--- src/hdl/page_stream_writer_crc32_top_macros.svh ---
// Assertion helpers shared by the block
`ifndef PAGE_STREAM_WRITER_CRC32_TOP_MACROS_SVH
`define PAGE_STREAM_WRITER_CRC32_TOP_MACROS_SVH

// same-cycle implication, disabled in reset
`define PSWC_ASSERT_NOW(label, cond, prop) \
  label: assert property (@(posedge clk) disable iff (rst) (cond) |-> (prop)) \
    else $error("pswc check failed");

// next-cycle implication, disabled in reset
`define PSWC_ASSERT_NEXT(label, cond, prop) \
  label: assert property (@(posedge clk) disable iff (rst) (cond) |=> (prop)) \
    else $error("pswc check failed");

`endif

--- src/hdl/pswc_pkg.sv ---
`default_nettype none

package pswc_pkg;

  localparam int PAGE_REG_W = 13;
  localparam int PAD_REG_W  = 9;
  localparam int CFG_ADDR_W = 2;
  localparam int CFG_DATA_W = 32;

  localparam logic [CFG_ADDR_W-1:0] CFG_PAGE_BYTES = 2'd0;
  localparam logic [CFG_ADDR_W-1:0] CFG_PAD_UNIT   = 2'd1;
  localparam logic [CFG_ADDR_W-1:0] CFG_BYTE_LIMIT = 2'd2;

  localparam logic [PAGE_REG_W-1:0] PAGE_BYTES_RST = 13'd256;
  localparam logic [PAD_REG_W-1:0]  PAD_UNIT_RST   = 9'd4;

  localparam logic ACT_DATA     = 1'b0;
  localparam logic ACT_FINALIZE = 1'b1;

  localparam int          DEFAULT_PAD = 4;
  localparam logic [7:0]  PAD_FILL    = 8'hFF;
  localparam logic [31:0] CRC_POLY    = 32'hEDB88320;

  typedef enum logic [1:0] {
    ST_OK       = 2'd0,
    ST_INVALID  = 2'd1,
    ST_OVERFLOW = 2'd2
  } status_t;

endpackage

`default_nettype wire

--- src/hdl/pswc_crc8.sv ---
`default_nettype none

module pswc_crc8
  import pswc_pkg::*;
(
  input  wire logic [31:0] crc_in,
  input  wire logic [7:0]  byte_in,
  output logic      [31:0] crc_out
);

  logic [31:0] c;

  always_comb begin
    c = ~crc_in ^ {24'b0, byte_in};
    for (int i = 0; i < 8; i++) begin
      c = c[0] ? ((c >> 1) ^ CRC_POLY) : (c >> 1);
    end
    crc_out = ~c;
  end

endmodule

`default_nettype wire

--- src/hdl/page_stream_writer_crc32_top.sv ---
`default_nettype none

// Page stream writer with CRC-32. One beat per clock in and out: a slave beat carries a data
// byte (with its chunk length on the first byte of a chunk) or a finalize, and each one gives
// exactly one master beat, passing through an input register and then a result register.
// The byte-wide CRC-32 update and the counter adds are combinational between them, so sustained rate
// is one beat per cycle; master back-pressure stalls the input only once both registers hold.
// Data beats report the write address and a page-complete flag on tlast; the finalize beat
// reports the 0xFF pad count and the final CRC, and everything after it answers invalid.
// Write configuration only while no beat is in flight.

module page_stream_writer_crc32_top
  import pswc_pkg::*;
#(
  parameter int MAX_PAGE_BYTES = 4096,
  parameter int MAX_PAD_UNIT   = 256
) (
  input  wire logic                  clk,
  input  wire logic                  rst,
  input  wire logic                  cfg_we,
  input  wire logic [CFG_ADDR_W-1:0] cfg_addr,
  input  wire logic [CFG_DATA_W-1:0] cfg_data,
  input  wire logic                  s_tvalid,
  output logic                       s_tready,
  input  wire logic [39:0]           s_tdata,  // chunk_length[31:0], data_byte[39:32]
  input  wire logic [1:0]            s_tuser,  // action[0], chunk_start[1]
  output logic                       m_tvalid,
  input  wire logic                  m_tready,
  output logic [79:0]                m_tdata,  // out_byte[7:0], byte_address[39:8],
                                               // pad_count[47:40], crc_value[79:48]
  output logic [2:0]                 m_tuser,  // status[1:0], byte_valid[2]
  output logic                       m_tlast   // page_done
);

  localparam int PAD_CAP = (MAX_PAD_UNIT > DEFAULT_PAD) ? MAX_PAD_UNIT : DEFAULT_PAD;
  localparam int PW = $clog2(MAX_PAGE_BYTES + 1);
  localparam int GW = $clog2(PAD_CAP + 1);

  logic [PAGE_REG_W-1:0] page_bytes;
  logic [PAD_REG_W-1:0]  pad_unit;
  logic [31:0]           byte_limit;

  logic [31:0]   running_crc, running_crc_next;
  logic [31:0]   streamed_count, streamed_count_next;
  logic [PW-1:0] page_fill, page_fill_next;
  logic [GW-1:0] granule_fill, granule_fill_next;
  logic          chunk_refused, chunk_refused_next;
  logic [31:0]   chunk_left, chunk_left_next;
  logic          ended, ended_next;

  logic        s1_valid;
  logic        s1_action;
  logic        s1_start;
  logic [31:0] s1_len;
  logic [7:0]  s1_byte;
  logic        advance;

  logic        result_valid;
  status_t     out_status, out_status_next;
  logic        out_byte_valid, out_byte_valid_next;
  logic [7:0]  out_byte, out_byte_next;
  logic [31:0] out_addr;
  logic        out_done, out_done_next;
  logic [7:0]  out_pad, out_pad_next;
  logic [31:0] out_crc;

  logic [31:0]   page_w, pad_w, pad_ext;
  logic [PW-1:0] eff_page, page_fill_inc;
  logic [GW-1:0] eff_pad, gran_inc, pad_diff;
  logic          chunk_open, refuse_new, refused;
  logic [31:0]   chunk_n;
  logic [32:0]   reserve_sum;
  logic [31:0]   crc_upd;

  pswc_crc8 u_crc (
    .crc_in  (running_crc),
    .byte_in (s1_byte),
    .crc_out (crc_upd)
  );

  always_ff @(posedge clk) begin
    if (rst) begin
      page_bytes <= PAGE_BYTES_RST;
      pad_unit   <= PAD_UNIT_RST;
      byte_limit <= '0;
    end else if (cfg_we) begin
      unique case (cfg_addr)
        CFG_PAGE_BYTES: page_bytes <= cfg_data[PAGE_REG_W-1:0];
        CFG_PAD_UNIT:   pad_unit   <= cfg_data[PAD_REG_W-1:0];
        CFG_BYTE_LIMIT: byte_limit <= cfg_data;
        default: ;
      endcase
    end
  end

  always_comb begin
    if (page_bytes == '0) begin
      page_w = 32'd1;
    end else if ({{(32-PAGE_REG_W){1'b0}}, page_bytes} > 32'(MAX_PAGE_BYTES)) begin
      page_w = 32'(MAX_PAGE_BYTES);
    end else begin
      page_w = {{(32-PAGE_REG_W){1'b0}}, page_bytes};
    end
    if (pad_unit == '0) begin
      pad_w = 32'(DEFAULT_PAD);
    end else if ({{(32-PAD_REG_W){1'b0}}, pad_unit} > 32'(MAX_PAD_UNIT)) begin
      pad_w = 32'(MAX_PAD_UNIT);
    end else begin
      pad_w = {{(32-PAD_REG_W){1'b0}}, pad_unit};
    end
  end

  assign eff_page = page_w[PW-1:0];
  assign eff_pad  = pad_w[GW-1:0];

  assign advance  = s1_valid && (!result_valid || m_tready);
  assign s_tready = !s1_valid || advance;

  always_ff @(posedge clk) begin
    if (rst) begin
      s1_valid <= 1'b0;
    end else if (s_tready) begin
      s1_valid <= s_tvalid;
    end
  end

  always_ff @(posedge clk) begin
    if (s_tready && s_tvalid) begin
      s1_action <= s_tuser[0];
      s1_start  <= s_tuser[1];
      s1_len    <= s_tdata[31:0];
      s1_byte   <= s_tdata[39:32];
    end
  end

  always_comb begin
    chunk_open    = s1_start || (chunk_left == '0);
    chunk_n       = s1_start ? s1_len : 32'd1;
    if (chunk_n == '0) begin
      chunk_n = 32'd1;
    end
    reserve_sum   = {1'b0, streamed_count} + {1'b0, chunk_n};
    refuse_new    = reserve_sum > {1'b0, byte_limit};
    refused       = chunk_open ? refuse_new : chunk_refused;
    page_fill_inc = page_fill + PW'(1);
    gran_inc      = granule_fill + GW'(1);
    pad_diff      = eff_pad - granule_fill;
    pad_ext       = 32'(pad_diff);

    running_crc_next    = running_crc;
    streamed_count_next = streamed_count;
    page_fill_next      = page_fill;
    granule_fill_next   = granule_fill;
    chunk_refused_next  = chunk_refused;
    chunk_left_next     = chunk_left;
    ended_next          = ended;
    out_status_next     = ST_OK;
    out_byte_valid_next = 1'b0;
    out_byte_next       = '0;
    out_done_next       = 1'b0;
    out_pad_next        = '0;

    if (ended) begin
      out_status_next = ST_INVALID;
    end else if (s1_action == ACT_FINALIZE) begin
      ended_next = 1'b1;
      if (page_fill != '0) begin
        out_done_next = 1'b1;
        if (granule_fill != '0 && granule_fill < eff_pad) begin
          out_pad_next = pad_ext[7:0];
        end
        page_fill_next    = '0;
        granule_fill_next = '0;
      end
    end else begin
      chunk_refused_next = refused;
      chunk_left_next    = (chunk_open ? chunk_n : chunk_left) - 32'd1;
      if (refused) begin
        out_status_next = ST_OVERFLOW;
      end else begin
        out_byte_valid_next = 1'b1;
        out_byte_next       = s1_byte;
        running_crc_next    = crc_upd;
        streamed_count_next = streamed_count + 32'd1;
        page_fill_next      = page_fill_inc;
        granule_fill_next   = (gran_inc >= eff_pad) ? '0 : gran_inc;
        if (page_fill_inc >= eff_page) begin
          out_done_next     = 1'b1;
          page_fill_next    = '0;
          granule_fill_next = '0;
        end
      end
    end
  end

  always_ff @(posedge clk) begin
    if (rst) begin
      running_crc    <= '0;
      streamed_count <= '0;
      page_fill      <= '0;
      granule_fill   <= '0;
      chunk_refused  <= 1'b0;
      chunk_left     <= '0;
      ended          <= 1'b0;
    end else if (advance) begin
      running_crc    <= running_crc_next;
      streamed_count <= streamed_count_next;
      page_fill      <= page_fill_next;
      granule_fill   <= granule_fill_next;
      chunk_refused  <= chunk_refused_next;
      chunk_left     <= chunk_left_next;
      ended          <= ended_next;
    end
  end

  always_ff @(posedge clk) begin
    if (rst) begin
      result_valid <= 1'b0;
    end else if (advance) begin
      result_valid <= 1'b1;
    end else if (m_tready) begin
      result_valid <= 1'b0;
    end
  end

  always_ff @(posedge clk) begin
    if (advance) begin
      out_status     <= out_status_next;
      out_byte_valid <= out_byte_valid_next;
      out_byte       <= out_byte_next;
      out_addr       <= streamed_count;
      out_done       <= out_done_next;
      out_pad        <= out_pad_next;
      out_crc        <= running_crc_next;
    end
  end

  assign m_tvalid = result_valid;
  assign m_tdata  = {out_crc, out_pad, out_addr, out_byte};
  assign m_tuser  = {out_byte_valid, out_status};
  assign m_tlast  = out_done;

`include "page_stream_writer_crc32_top_macros.svh"

  `PSWC_ASSERT_NOW(a_bad_status_quiet, result_valid && out_status != ST_OK, !out_byte_valid && !out_done && out_pad == '0 && out_byte == '0)
  `PSWC_ASSERT_NOW(a_pad_closes_page, result_valid && out_pad != '0, out_done && out_status == ST_OK)
  `PSWC_ASSERT_NEXT(a_after_end_invalid, advance && ended, result_valid && out_status == ST_INVALID)

endmodule

`default_nettype wire

--- config.mk ---
export PLATFORM = sky130hd
export DESIGN_NAME = page_stream_writer_crc32_top
export DESIGN_NICKNAME = d
export VERILOG_FILES = /design/src/hdl/pswc_pkg.sv /design/src/hdl/pswc_crc8.sv /design/src/hdl/page_stream_writer_crc32_top.sv
export VERILOG_INCLUDE_DIRS = /design/src /design/src/hdl
export SDC_FILE = /design/constraint.sdc
export NUM_CORES = 1
export LEC_CHECK = 0
export ABC_CLOCK_PERIOD_IN_PS = 11870
export BUFFER_PORTS_ARGS = -buffer_cell sky130_fd_sc_hd__buf_2
export CORE_MARGIN = 2
export CORE_UTILIZATION = 55
export CTS_CLUSTER_SIZE = 28
export DETAILED_ROUTE_END_ITERATION = 12
export PLACE_DENSITY = 0.78
export SETUP_SLACK_MARGIN = 0.5
export SLEW_MARGIN = 15
export SYNTH_ARGS = -nofsm -noshare
export SYNTH_HDL_FRONTEND = slang
export SYNTH_SLANG_ARGS = --single-unit
--- constraint.sdc ---
create_clock -name clk -period 11.87 [get_ports clk]
set_input_delay 1.187 -clock clk [delete_from_list [all_inputs] [get_ports clk]]
set_output_delay 1.187 -clock clk [all_outputs]
set_load 0.02 [all_outputs]
==> results.py <==
metrics = {
    "worst_setup_path": {
        "crit_path_top_delay_cell": "o311ai_0",
        "cp_max_fo": 28,
        "critPathLaunchType": "register",
        "cp_slowest_stage_delay_ns": 0.81,
        "cp.arrival_ns": 8.62,
        "cp.required_ns": 12.29,
        "cpMostUsedCell": "a21oi_1",
        "crit_family": "compound AO/OA/AOI/OAI gates",
        "cp-end-kind": "register",
        "path_buf_inv": 1,
        "crit_type": "register to register",
    },
    "global_route": {
        "grtUsageTotal": 0.2723,
        "antenna_found_initial": 0,
        "grt_pass1_wl_um": 69330,
        "grt_max_degree": 108,
        "grt.overflow.total": 0,
        "grt_pass1_vias": 13440,
    },
    "die": {
        "start_util": 0.5550,
        "core_area_um2": 30350,
        "dieArea_um2": 32040,
        "placement_rows": 64,
        "die_x_um": 179,
        "die_h_um": 179,
        "top_level_ports": 167,
    },
    "finish": {
        "drive_gt1_frac": 0.1244,
        "insertedDiodeCount": 0,
        "design_area_um2": 19090,
        "regArea_um2": 7307,
        "fillers": 2566,
        "multi_input_area_um2": 8922,
        "num-nets-final": 2255,
        "syn_to_final_growth_pct": 13.31,
    },
    "clock_tree": {
        "root_buffer": "clkbuf_16",
        "cts_buffer_depth": 3,
        "postCtsResizedCells": 0,
        "hold_buffers": 0,
        "cts_tree": "done",
        "htreeDepth": 2,
        "worst_skew_pair.late_latency_ns": 0.51,
        "cts_buffers": 34,
        "postCtsSetupBuffers": 0,
        "path_clk_slew_ns": 0.06,
        "cts.sinks": 302,
    },
    "sta": {
        "finalMaxSlewViolations": 0,
        "max_clock_freq_ghz": 0.1219,
        "setup_viol": 0,
        "finalClockSkew_ns": 0.01208,
        "layout_min_cycle_time_ns": 8.203,
        "fin_setup_tns_ns": 0,
        "fin_crit_sh": 0.6911,
        "whs_ns": 0.4546,
        "rsz0062_at_grt": "no",
        "max_slew_margin": 0.2052,
        "tightest_slew_ns": 1.189,
        "hold_viol": 0,
    },
    "route": {
        "vias": 14610,
        "first_pass_iters": 7,
        "viasPerCell": 5.876,
        "wl_um": 44180,
        "postRouteAntennaNets": 0,
        "wire_per_inst_um": 17.77,
        "drt_iter0_drc": 1418,
        "drc": 0,
    },
    "synth": {
        "synth_ff_type": "dfxtp_1",
        "syn_nets": 2117,
        "yosysWarnings": 0,
        "syn-cell-area_um2": 16840,
        "ys_ff_latch": 302,
        "syn_inst": 1926,
        "synth_edf_count": 126,
        "synthSimpleGateAreaFrac": 0.2134,
        "synthMuxAreaShare": 0.009805,
        "yosys.area_share.adder": 0.08260,
        "ys_seq_area_frac": 0.4338,
        "netlist.area_leader.share": 0.2246,
        "synth_common_cells": "344 x nand2_1, 182 x a21oi_1, 176 x dfxtp_1",
        "synth_top_area_cell": "edfxtp_1",
        "synth_top_family_by_area": "simple AND/OR/NAND/NOR gates",
        "synth_area_per_cell_um2": 8.745,
        "yosysMostFrequentCell": "nand2_1",
        "synthTopCellsByArea": "edfxtp_1 22%, dfxtp_1 21%, ha_1 8.0%, nand2_1 7.7%, a21oi_1 5.4%",
        "synthArstFlopShare": 0,
        "synth_compound_area_frac": 0.1598,
        "ys_types": 72,
        "synth_xor_area_frac": 0.06240,
    },
    "placement": {
        "hpwlAfterDp_um": 32460,
        "gp_congestion": 0.9506,
        "portBuffers": 166,
        "placed_area_um2": 17990,
    },
    "status": {
        "status": "finished clean",
    },
    "min_path": {
        "hold_path_class": "register to register",
    },
    "flow_run": {
        "max_cap_violations": 0,
    },
    "power": {
        "irDropWorstVdd_v": 0.0001125,
        "p_per_area_nw_per_um2": 136.9,
        "p_leak_nw": 7.741,
    },
}
through the flow:
stage,setup WS [ns],cells,power [mW],util
after floorplan,3.924,1926,1.501,-
after global placement,3.953,2422,1.615,0.5926
after detailed placement,3.750,2422,1.626,0.5926
after CTS,3.724,2484,2.622,0.6276
after global routing,2.995,2486,2.715,0.6289
final,3.667,2486,2.614,0.6289
kinds of logic (layout without fill, tap and decap cells):
| kind of cell | after synthesis | after routing |
|---|---|---|
| flops | 302 | 302 |
| compound gates | 441 | 441 |
| simple gates | 771 | 771 |
| buf+inv | 166 | 330 |
| xor+xnor | 120 | 120 |
| mux | 16 | 16 |
| fa+ha+maj | 110 | 110 |
per-layer routing:
metal	global-route usage	vias up	wire length (µm)
met5	0	-	0
met4	0.1009	0	1686
met3	0.04092	103	3420
met2	0.4458	581	20290
met1	0.3654	6860	18780
li1	-	7064	-
state kept, by name (all words and copies together) (netlist names), 2 cells and up:
signal / count
byte_limit: 32
chunk_left: 32
out_addr: 32
out_crc: 32
running_crc: 32
s1_len: 32
streamed_count: 32
page_bytes: 13
page_fill: 13
granule_fill: 9
pad_unit: 9
out_byte: 8
out_pad: 8
s1_byte: 8
out_status: 2
worst register-to-register path: cells and delay by family, from the launching register on:
kind                     cells  cell delay [ns]
AO/OA/AOI/OAI               14             4.06
XOR/XNOR                     1             0.16
adder cells (fa/ha/maj)      3             1.03
buffers and inverters        1             0.07
flip-flops                   1             0.41
AND/OR/NAND/NOR              6             2.40
report_power, final:
group | switching (mW) | internal [mW]
sequential | 0.0306 | 1.14
clock | 0.428 | 0.573
combinational | 0.286 | 0.158
total | 0.745 | 1.87
area by class of cell:
class                   count  share of cell area
multi-input cells        1458              0.4675
flip-flops and latches    302              0.3829
repair buffers            182             0.05120
clock buffers              42             0.04773
well taps                 396             0.02596
inverters                  86             0.01691
clock inverters            20            0.007867
path summary, 6_finish.rpt:
path	endpoint	slack [ns]	depth (start not counted)	startpoint
setup / recovery	streamed_count[5]	3.67	25	s1_len[15]
hold / removal	byte_limit[26]	0.45	2	byte_limit[26]
setup reg to reg	streamed_count[5]	3.67	25	s1_len[15]
hold reg to reg	byte_limit[26]	0.45	2	byte_limit[26]
cell usage in the layout (no fill, tap or decap), types with 44 or more instances in the layout:
| master | synthesis | layout |
|---|---|---|
| nor3_1 | 47 | 47 |
| nand3_1 | 48 | 48 |
| o21ai_0 | 81 | 81 |
| dfxtp_1 | 176 | 176 |
| edfxtp_1 | 126 | 126 |
| nor2_1 | 124 | 122 |
| nand2_1 | 344 | 344 |
| a21oi_1 | 182 | 182 |
| xnor2_1 | 89 | 89 |
| buf_2 | 1 | 165 |
| a21o_1 | 44 | 44 |
| inv_1 | 83 | 83 |
| ha_1 | 108 | 108 |
No activity file was read; power rests on OpenSTA's default activity.
